<file path="src/rtl/smhpq_pkg.sv">
`timescale 1ns / 1ps

package smhpq_pkg;

	// Heap geometry
	localparam int CAPACITY = 16;
	localparam int IDX_W    = $clog2(CAPACITY);
	localparam int CNT_W    = $clog2(CAPACITY + 1);
	localparam int LNK_W    = IDX_W + 2;

	// Field widths
	localparam int VAL_W  = 32;
	localparam int PRI_W  = 16;
	localparam int STP_W  = 32;
	localparam int STAT_W = 2;
	localparam int OCC_W  = 5;

	// Operation codes
	localparam logic OP_ENQ = 1'b0;
	localparam logic OP_DEQ = 1'b1;

	// Result status codes
	localparam logic [STAT_W-1:0] ST_OK    = 2'd0;
	localparam logic [STAT_W-1:0] ST_FULL  = 2'd1;
	localparam logic [STAT_W-1:0] ST_EMPTY = 2'd2;

	// One heap slot: payload, priority and arrival stamp
	typedef struct packed {
		logic signed [VAL_W-1:0] value;
		logic [PRI_W-1:0]        prio;
		logic [STP_W-1:0]        stamp;
	} entry_t;

	localparam int ENTRY_W = $bits(entry_t);

	// Outcome of one compare step: right child wins, left wins, or neither
	typedef struct packed {
		logic take_l;
		logic take_r;
	} pick_t;

	typedef enum logic [2:0] {
		S_IDLE,
		S_START,
		S_DQ_LOAD,
		S_UP_CMP,
		S_DN_CMP,
		S_PUT,
		S_OUT
	} state_t;

	// True when entry a is served before entry b
	function automatic logic goes_first(entry_t a, entry_t b);
		return (a.prio != b.prio) ? (a.prio < b.prio) : (a.stamp < b.stamp);
	endfunction

endpackage

</file>
<file path="src/rtl/smhpq_if.sv">
`timescale 1ns / 1ps

interface smhpq_in_if import smhpq_pkg::*; ();
	logic                    valid;
	logic                    ready;
	logic                    func;
	logic signed [VAL_W-1:0] item_value;
	logic [PRI_W-1:0]        item_priority;

	modport source(output valid, func, item_value, item_priority, input ready);
	modport sink(input valid, func, item_value, item_priority, output ready);
endinterface

interface smhpq_out_if import smhpq_pkg::*; ();
	logic                    valid;
	logic                    ready;
	logic [STAT_W-1:0]       status;
	logic signed [VAL_W-1:0] out_value;
	logic [PRI_W-1:0]        out_priority;
	logic [OCC_W-1:0]        occupancy;

	modport source(output valid, status, out_value, out_priority, occupancy, input ready);
	modport sink(input valid, status, out_value, out_priority, occupancy, output ready);
endinterface

</file>
<file path="src/rtl/smhpq_ram.sv">
`timescale 1ns / 1ps

module smhpq_ram #(
	parameter int WIDTH = 8,
	parameter int DEPTH = 16
) (
	input  logic                     clk,
	input  logic                     we,
	input  logic [$clog2(DEPTH)-1:0] waddr,
	input  logic [WIDTH-1:0]         wdata,
	input  logic [$clog2(DEPTH)-1:0] raddr_a,
	input  logic [$clog2(DEPTH)-1:0] raddr_b,
	output logic [WIDTH-1:0]         rdata_a,
	output logic [WIDTH-1:0]         rdata_b
);

	logic [WIDTH-1:0] mem_q [DEPTH];

	// Write one word, read two words with registered output
	always_ff @(posedge clk) begin
		if (we) begin
			mem_q[waddr] <= wdata;
		end
		rdata_a <= mem_q[raddr_a];
		rdata_b <= mem_q[raddr_b];
	end

endmodule

</file>
<file path="src/rtl/smhpq_cmp.sv">
`timescale 1ns / 1ps

module smhpq_cmp import smhpq_pkg::*; (
	input  entry_t anchor,
	input  entry_t lft,
	input  entry_t rgt,
	input  logic   lft_ok,
	input  logic   rgt_ok,
	output pick_t  pick
);

	logic   l_win;
	logic   r_win;
	entry_t best;

	// Pick the entry served first among anchor and the valid candidates
	always_comb begin
		l_win       = lft_ok && goes_first(lft, anchor);
		best        = l_win ? lft : anchor;
		r_win       = rgt_ok && goes_first(rgt, best);
		pick.take_l = l_win && !r_win;
		pick.take_r = r_win;
	end

endmodule

</file>
<file path="src/rtl/stable_min_heap_priority_queue.sv">
`timescale 1ns / 1ps

// Bounded min-heap priority queue with stable ordering among equal priorities.
// Channel req carries one operation per item: func 0 enqueues item_value with
// item_priority, func 1 dequeues the entry with the lowest priority number,
// the earliest inserted one on a tie. Channel rsp returns exactly one item per
// request: status (ok, full, empty), the dequeued value and priority (zero
// otherwise) and the occupancy after the operation.
// From acceptance to the result being offered, each request passes through a
// setup state (followed on a dequeue by a state that loads the root and the
// last entry), where needed a compare state that the sift loop repeats once per
// heap level it tests (at most log2(CAPACITY) levels), a place state for an
// entry that rises to the root or goes into an empty heap, then the state that
// loads the result register. Each level is tested by the single compare unit
// on the heap RAM's registered read. req.ready is high only between requests,
// so a new request is not accepted before the block is through with the last.
// The result sits in an output register; while rsp is stalled the block can
// still accept and process the next request, and holds its result until the
// output register is free.
// Reset empties the queue and clears the arrival counter; heap RAM contents
// are not cleared, as only slots below the fill count are ever used.
module stable_min_heap_priority_queue import smhpq_pkg::*; (
	input logic         clk,
	input logic         arst_n,
	smhpq_in_if.sink    req,
	smhpq_out_if.source rsp
);

	state_t state_q, state_d;

	logic [CNT_W-1:0]  fill_q;
	logic [STP_W-1:0]  arrival_q;
	logic              op_q;
	entry_t            cur_q;
	logic [IDX_W-1:0]  pos_q, pos_d;
	logic [STAT_W-1:0] status_q;
	logic [VAL_W-1:0]  res_val_q;
	logic [PRI_W-1:0]  res_pri_q;

	logic              out_v_q;
	logic [STAT_W-1:0] out_status_q;
	logic [VAL_W-1:0]  out_val_q;
	logic [PRI_W-1:0]  out_pri_q;
	logic [OCC_W-1:0]  out_occ_q;

	logic              req_fire;
	logic              out_load;
	logic              full;
	logic              empty;
	logic [IDX_W-1:0]  up_idx;
	logic [LNK_W-1:0]  l_idx, r_idx;
	logic [LNK_W-1:0]  l_nxt, r_nxt;
	logic              l_ok, r_ok;

	logic              ram_we;
	logic [IDX_W-1:0]  ram_raddr_a, ram_raddr_b;
	entry_t            ram_wdata;
	logic [ENTRY_W-1:0] rd_a_raw, rd_b_raw;
	entry_t            rd_a, rd_b;

	entry_t            cmp_anchor, cmp_lft;
	logic              cmp_lft_ok, cmp_rgt_ok;
	pick_t             pick;

	assign req_fire = req.valid && req.ready;
	assign full     = (fill_q == CNT_W'(CAPACITY));
	assign empty    = (fill_q == '0);
	assign rd_a     = entry_t'(rd_a_raw);
	assign rd_b     = entry_t'(rd_b_raw);

	// Neighbor indexes of the current slot
	assign up_idx = (pos_q - IDX_W'(1)) >> 1;
	assign l_idx  = {1'b0, pos_q, 1'b1};
	assign r_idx  = l_idx + LNK_W'(1);
	assign l_ok   = l_idx < LNK_W'(fill_q);
	assign r_ok   = r_idx < LNK_W'(fill_q);

	// Steer the shared compare unit: sift up tests the moving entry against
	// its parent, sift down picks the best of the entry and both children
	always_comb begin
		if (op_q == OP_ENQ) begin
			cmp_anchor = rd_a;
			cmp_lft    = cur_q;
			cmp_lft_ok = 1'b1;
			cmp_rgt_ok = 1'b0;
		end else begin
			cmp_anchor = cur_q;
			cmp_lft    = rd_a;
			cmp_lft_ok = l_ok;
			cmp_rgt_ok = r_ok;
		end
	end

	smhpq_cmp u_cmp (
		.anchor (cmp_anchor),
		.lft    (cmp_lft),
		.rgt    (rd_b),
		.lft_ok (cmp_lft_ok),
		.rgt_ok (cmp_rgt_ok),
		.pick   (pick)
	);

	smhpq_ram #(
		.WIDTH (ENTRY_W),
		.DEPTH (CAPACITY)
	) u_ram (
		.clk     (clk),
		.we      (ram_we),
		.waddr   (pos_q),
		.wdata   (ram_wdata),
		.raddr_a (ram_raddr_a),
		.raddr_b (ram_raddr_b),
		.rdata_a (rd_a_raw),
		.rdata_b (rd_b_raw)
	);

	// Next state
	always_comb begin
		state_d = state_q;
		unique case (state_q)
			S_IDLE: begin
				if (req_fire) state_d = S_START;
			end
			S_START: begin
				if (op_q == OP_ENQ) begin
					if (full) state_d = S_OUT;
					else if (empty) state_d = S_PUT;
					else state_d = S_UP_CMP;
				end else begin
					state_d = empty ? S_OUT : S_DQ_LOAD;
				end
			end
			S_DQ_LOAD: begin
				state_d = (fill_q == CNT_W'(1)) ? S_OUT : S_DN_CMP;
			end
			S_UP_CMP: begin
				if (!pick.take_l) state_d = S_OUT;
				else if (up_idx == '0) state_d = S_PUT;
			end
			S_DN_CMP: begin
				if (!pick.take_l && !pick.take_r) state_d = S_OUT;
			end
			S_PUT: begin
				state_d = S_OUT;
			end
			S_OUT: begin
				if (!out_v_q || rsp.ready) state_d = S_IDLE;
			end
			default: state_d = S_IDLE;
		endcase
	end

	// Next slot position of the moving entry
	always_comb begin
		pos_d = pos_q;
		unique case (state_q)
			S_START:   pos_d = fill_q[IDX_W-1:0];
			S_DQ_LOAD: pos_d = '0;
			S_UP_CMP:  if (pick.take_l) pos_d = up_idx;
			S_DN_CMP: begin
				if (pick.take_r) pos_d = r_idx[IDX_W-1:0];
				else if (pick.take_l) pos_d = l_idx[IDX_W-1:0];
			end
			default:   pos_d = pos_q;
		endcase
	end

	// Outputs: handshake, RAM port control, result load
	always_comb begin
		l_nxt       = {1'b0, pos_d, 1'b1};
		r_nxt       = l_nxt + LNK_W'(1);
		req.ready   = (state_q == S_IDLE);
		out_load    = (state_q == S_OUT) && (!out_v_q || rsp.ready);
		ram_we      = 1'b0;
		ram_wdata   = cur_q;
		ram_raddr_a = l_nxt[IDX_W-1:0];
		ram_raddr_b = r_nxt[IDX_W-1:0];
		if (op_q == OP_ENQ) begin
			ram_raddr_a = (pos_d - IDX_W'(1)) >> 1;
		end
		if (state_q == S_START && op_q == OP_DEQ) begin
			ram_raddr_a = '0;
			ram_raddr_b = IDX_W'(fill_q - CNT_W'(1));
		end
		unique case (state_q)
			S_UP_CMP: begin
				ram_we    = 1'b1;
				ram_wdata = pick.take_l ? rd_a : cur_q;
			end
			S_DN_CMP: begin
				ram_we = 1'b1;
				if (pick.take_r) ram_wdata = rd_b;
				else if (pick.take_l) ram_wdata = rd_a;
			end
			S_PUT: ram_we = 1'b1;
			default: ram_we = 1'b0;
		endcase
	end

	// Control registers
	always_ff @(posedge clk or negedge arst_n) begin
		if (!arst_n) begin
			state_q   <= S_IDLE;
			fill_q    <= '0;
			arrival_q <= '0;
			out_v_q   <= 1'b0;
		end else begin
			state_q <= state_d;
			if (state_q == S_START && op_q == OP_ENQ && !full) begin
				fill_q    <= fill_q + CNT_W'(1);
				arrival_q <= arrival_q + STP_W'(1);
			end
			if (state_q == S_DQ_LOAD) begin
				fill_q <= fill_q - CNT_W'(1);
			end
			if (out_load) out_v_q <= 1'b1;
			else if (rsp.ready) out_v_q <= 1'b0;
		end
	end

	// Working registers: capture request, moving entry, result fields
	always_ff @(posedge clk) begin
		pos_q <= pos_d;
		if (req_fire) begin
			op_q        <= req.func;
			cur_q.value <= req.item_value;
			cur_q.prio  <= req.item_priority;
			cur_q.stamp <= arrival_q;
		end
		if (state_q == S_START) begin
			res_val_q <= '0;
			res_pri_q <= '0;
			if (op_q == OP_ENQ) status_q <= full ? ST_FULL : ST_OK;
			else status_q <= empty ? ST_EMPTY : ST_OK;
		end
		if (state_q == S_DQ_LOAD) begin
			res_val_q <= rd_a.value;
			res_pri_q <= rd_a.prio;
			cur_q     <= rd_b;
		end
		if (out_load) begin
			out_status_q <= status_q;
			out_val_q    <= res_val_q;
			out_pri_q    <= res_pri_q;
			out_occ_q    <= OCC_W'(fill_q);
		end
	end

	assign rsp.valid        = out_v_q;
	assign rsp.status       = out_status_q;
	assign rsp.out_value    = out_val_q;
	assign rsp.out_priority = out_pri_q;
	assign rsp.occupancy    = out_occ_q;

	a_fill_bound: assert property (@(posedge clk) disable iff (!arst_n)
		fill_q <= CNT_W'(CAPACITY))
		else $error("fill count above capacity");

	a_empty_occ: assert property (@(posedge clk) disable iff (!arst_n)
		(rsp.valid && rsp.status == ST_EMPTY) |-> (rsp.occupancy == '0))
		else $error("empty status with nonzero occupancy");

	a_full_occ: assert property (@(posedge clk) disable iff (!arst_n)
		(rsp.valid && rsp.status == ST_FULL) |-> (rsp.occupancy == OCC_W'(CAPACITY)))
		else $error("full status without full occupancy");

	a_sink_in_range: assert property (@(posedge clk) disable iff (!arst_n)
		(state_q == S_DN_CMP) |-> (LNK_W'(pos_q) < LNK_W'(fill_q)))
		else $error("sift down position beyond heap");

	a_dq_shrink: assert property (@(posedge clk) disable iff (!arst_n)
		(state_q == S_DQ_LOAD) |=> (fill_q == $past(fill_q) - CNT_W'(1)))
		else $error("dequeue did not shrink the heap by one");

endmodule

</file>
<file path="src/flat_wrapper.sv">
// flat-port wrapper written by rule: the top's interface ports become plain ports
module stable_min_heap_priority_queue_flat import smhpq_pkg::*;
  (clk, arst_n, req_valid, req_func, req_item_value, req_item_priority, req_ready, rsp_valid, rsp_status, rsp_out_value, rsp_out_priority, rsp_occupancy, rsp_ready);
  smhpq_in_if req_i ();
  smhpq_out_if rsp_i ();
  input logic clk;
  input logic arst_n;
  input wire logic [$bits(req_i.valid)-1:0] req_valid;
  input wire logic [$bits(req_i.func)-1:0] req_func;
  input wire logic [$bits(req_i.item_value)-1:0] req_item_value;
  input wire logic [$bits(req_i.item_priority)-1:0] req_item_priority;
  output wire logic [$bits(req_i.ready)-1:0] req_ready;
  output wire logic [$bits(rsp_i.valid)-1:0] rsp_valid;
  output wire logic [$bits(rsp_i.status)-1:0] rsp_status;
  output wire logic [$bits(rsp_i.out_value)-1:0] rsp_out_value;
  output wire logic [$bits(rsp_i.out_priority)-1:0] rsp_out_priority;
  output wire logic [$bits(rsp_i.occupancy)-1:0] rsp_occupancy;
  input wire logic [$bits(rsp_i.ready)-1:0] rsp_ready;
  assign req_i.valid = req_valid;
  assign req_i.func = req_func;
  assign req_i.item_value = req_item_value;
  assign req_i.item_priority = req_item_priority;
  assign req_ready = req_i.ready;
  assign rsp_valid = rsp_i.valid;
  assign rsp_status = rsp_i.status;
  assign rsp_out_value = rsp_i.out_value;
  assign rsp_out_priority = rsp_i.out_priority;
  assign rsp_occupancy = rsp_i.occupancy;
  assign rsp_i.ready = rsp_ready;
  stable_min_heap_priority_queue u_core (.clk(clk), .arst_n(arst_n), .req(req_i), .rsp(rsp_i));
endmodule
</file>
<file path="config.mk">
export PLATFORM = sky130hd
export DESIGN_NAME = stable_min_heap_priority_queue_flat
export DESIGN_NICKNAME = d
export VERILOG_FILES = /design/src/rtl/smhpq_pkg.sv /design/src/rtl/smhpq_if.sv /design/src/rtl/smhpq_ram.sv /design/src/rtl/smhpq_cmp.sv /design/src/rtl/stable_min_heap_priority_queue.sv /design/src/flat_wrapper.sv
export SDC_FILE = /design/constraint.sdc
export NUM_CORES = 2
export LEC_CHECK = 0
export BUFFER_PORTS_ARGS = -buffer_cell sky130_fd_sc_hd__buf_2
export CELL_PAD_IN_SITES_DETAIL_PLACEMENT = 0
export CELL_PAD_IN_SITES_GLOBAL_PLACEMENT = 1
export CORE_MARGIN = 1
export CORE_UTILIZATION = 40
export CTS_BUF_LIST = sky130_fd_sc_hd__clkbuf_4 sky130_fd_sc_hd__clkbuf_8 sky130_fd_sc_hd__clkbuf_16
export CTS_CLUSTER_SIZE = 24
export DETAILED_ROUTE_END_ITERATION = 10
export GPL_ROUTABILITY_DRIVEN = 1
export PLACE_DENSITY_LB_ADDON = 0.15
export SKIP_LAST_GASP = 1
export SLEW_MARGIN = 20
export SYNTH_ARGS = -nofsm -noshare
export SYNTH_HDL_FRONTEND = slang
export SYNTH_SLANG_ARGS = --single-unit
</file>
<file path="constraint.sdc">
create_clock -name clk -period 17.3 [get_ports clk]
set_clock_uncertainty 0.2 [all_clocks]
set_input_delay 3.46 -clock clk [delete_from_list [all_inputs] [get_ports clk]]
set_output_delay 3.46 -clock clk [all_outputs]
set_load 0.01 [all_outputs]
</file>
==> flow_summary.toml <==
[clock_network]
cts.htree.levels = 4
cts_root_buf = "clkbuf_16"
cts.sinks = 1671
cts_buffers = 189
cts-resized-gates = 0
cts_tree = "built"
clkLatencyLatePin_ns = 0.88
clk_pin_slew_ns = 0.06
post_cts_buffers = 0
cts_hold_buf = 0
clock_path_buffers = 3

[synth]
netlist_area_mm2 = 0.0885
ys_seq_area_share_pct = 54.6
yosysMostFrequentCell = "edfxtp_1"
synth_edf_count = 1466
async_reset_ff_share_pct = 2.45
synth_cells = 7240
synth_top_cell_by_area = "edfxtp_1"
yosys_warnings = 0
synth_seq_cells = 1671
synth.top_cells.by_count = "edfxtp_1, nand2_1, clkbuf_1"
ys.flop_type = "edfxtp_1"
synth.area.top_cells = "edfxtp_1, mux4_2, mux2i_1"
avgSynthCellArea_um2 = 12.2
post_synth_num_cell_types = 81
synth_top_area_share_pct = 49.7
synth_fp_nets = 7405

[timing]
hold_slack_ns = 0.213
hold_viol_final = 0
finalCritPeriodShare_pct = 73.1
tns_ns = 0
worst_slew_pin_slew_ns = 1.27
rsz0062_at_grt = "false"
min_period_ns = 12.64
slew_headroom_pct = 15.3
setup_viol_count_final = 0
slew_violations = 0
fmax_ghz = 0.0791

[floorplan]
die_w_um = 472
die_y_um = 472
dieArea_mm2 = 0.223
core.rowCount = 172
coreArea_mm2 = 0.220
start_util_pct = 40.3
boundaryPins = 110

[job]
cap_violations = 0

[global_routing]
grt_antenna_before_repair = 12
grt_pass1_vias = 68900
grt_usage_pct = 34.2
grt.overflow.total = 0
grt_start_max_net_pins = 159
grt_pass1_wl_um = 540000

[worst_setup_path]
worst_ep_required_time_ns = 17.78
start_kind = "flop"
arrival_ns = 13.12
cpPeakStageDelay_ns = 0.94
cpMaxStageDelayCell = "buf_4"
path_class = "flop to flop"
endpoint_kind = "flop"
cp_max_fo = 108

[final_layout]
fin_nets = 7145
layout-drive-gt1-share_pct = 14.9
fillers = 19800
syn_to_final_growth_pct = 11.3

[placement]
port_buffers = 109
gp_congestion = 0.870
dp_hpwl_um = 201000

[detailed_routing]
drt-total-wl_um = 392000
first_pass_iters = 8
num_vias = 71300
routedWlPerCell_um = 38.8
vias_per_cell = 7.06
final_antenna_net_count = 0
drt_first_iter_violations = 11100
post-route-drc-count = 0

[hold_path]
hp-class = "flop to flop"

[status]
status = "complete, no violations"
path summary, 6_finish.rpt:
check / startpoint / end / slack (ns) / cells after the start
max in group asynchronous: arst_n / u_core.arrival_q[1] / 13.81 / 2
min in group asynchronous: arst_n / u_core.fill_q[0] / 2.53 / 2
setup / recovery: u_core.op_q / u_core.u_ram.rdata_a[22] / 4.66 / 28
hold / removal: u_core.res_val_q[3] / u_core.rsp.out_value[3] / 0.21 / 0
setup reg to reg: u_core.op_q / u_core.u_ram.rdata_a[22] / 4.66 / 28
hold reg to reg: u_core.res_val_q[3] / u_core.rsp.out_value[3] / 0.21 / 0
routing by layer:
metal / part of all wire [%] / track usage [%]
met2: 45 / 53.4
met1: 39 / 45.2
met5: 0.010 / 0
met4: 5.3 / 16.3
met3: 11 / 7.45
cell usage in the layout, fill, tap and decap left out, drive strengths merged, types with 11 or more instances in the layout:
cell,Yosys,layout
dfxtp,164,164
a211o,83,83
nand3,188,188
o21a,11,11
mux2,47,47
a211oi,96,96
nor3,105,105
edfxtp,1466,1466
nor4,82,82
a311o,81,81
a22oi,163,163
ha,112,112
a21oi,121,121
clkinv,0,70
mux2i,529,529
and3,12,12
clkbuf,625,240
a311oi,81,81
buf,111,285
inv,263,268
o21ai,165,165
and2,67,67
o211ai,166,166
a32oi,81,81
o2111ai,479,479
mux4,320,320
a31oi,86,86
dfrtp,41,41
xnor2,37,37
nor2,51,51
nand4,108,108
nand2,1131,1131
bufinv,0,31
nor4b,79,79
cell families after synthesis:
| group | after synthesis | share of synthesized area [%] |
|---|---|---|
| flip-flops | 1671 | 54.6 |
| XOR/XNOR | 46 | 0.455 |
| buffers and inverters | 999 | 4.45 |
| AND/OR/NAND/NOR | 1860 | 9.68 |
| adder cells (fa/ha/maj) | 112 | 1.58 |
| multiplexers | 896 | 14.7 |
| AO/OA/AOI/OAI | 1656 | 14.5 |
critical path, delay by kind of cell, from the launching register on:
kind	cells	cell delay [ns]
muxes	1	0.43
AOI/OAI and AO/OA	9	3.58
adders and majority gates	3	1.23
and+or+nand+nor	11	3.61
DFF	1	0.45
buffers and inverters	4	2.69
through the flow:
| step | utilization [%] | worst slack, ns | cell area, µm² | std cells |
|---|---|---|---|---|
| after floorplan | - | 8.41 | 88500 | 7240 |
| after global placement | 41.8 | 5.07 | 91700 | 9744 |
| after detailed placement | 41.8 | 4.89 | 91800 | 9747 |
| after CTS | 44.9 | 4.80 | 98600 | 10100 |
| after global routing | 44.9 | 4.43 | 98600 | 10100 |
| final | 44.9 | 4.66 | 98600 | 10100 |
flip-flops by register name, indices dropped and copies added, names as in the netlist, 3 cells and up:
register                 flops
u_core.rsp.out_value        32
u_core.res_val_q            32
u_core.cur_q                80
u_core.res_pri_q            16
u_core.rsp.occupancy         5
u_core.rsp.out_priority     16
u_core.pos_q                 4
u_core.fill_q                5
u_core.u_ram.rdata_a        80
u_core.arrival_q            32
u_core.u_ram.rdata_b        80
u_core.u_ram.mem_q        1280
u_core.state_q               3
area by class of cell:
type                    count  area (µm²)  area share, %
well taps                2958        3700           3.75
clock inverters           115        1470           1.49
multi-input cells        4570       36700           37.2
diodes                      3        7.51        0.00762
repair buffers            285        2100           2.13
inverters                 263        1000           1.02
clock buffers             240        5270           5.34
flip-flops and latches   1671       48300           49.0
Power is not shown: default switching activity piles up to over one toggle a cycle in this logic, so the estimate is an artifact.
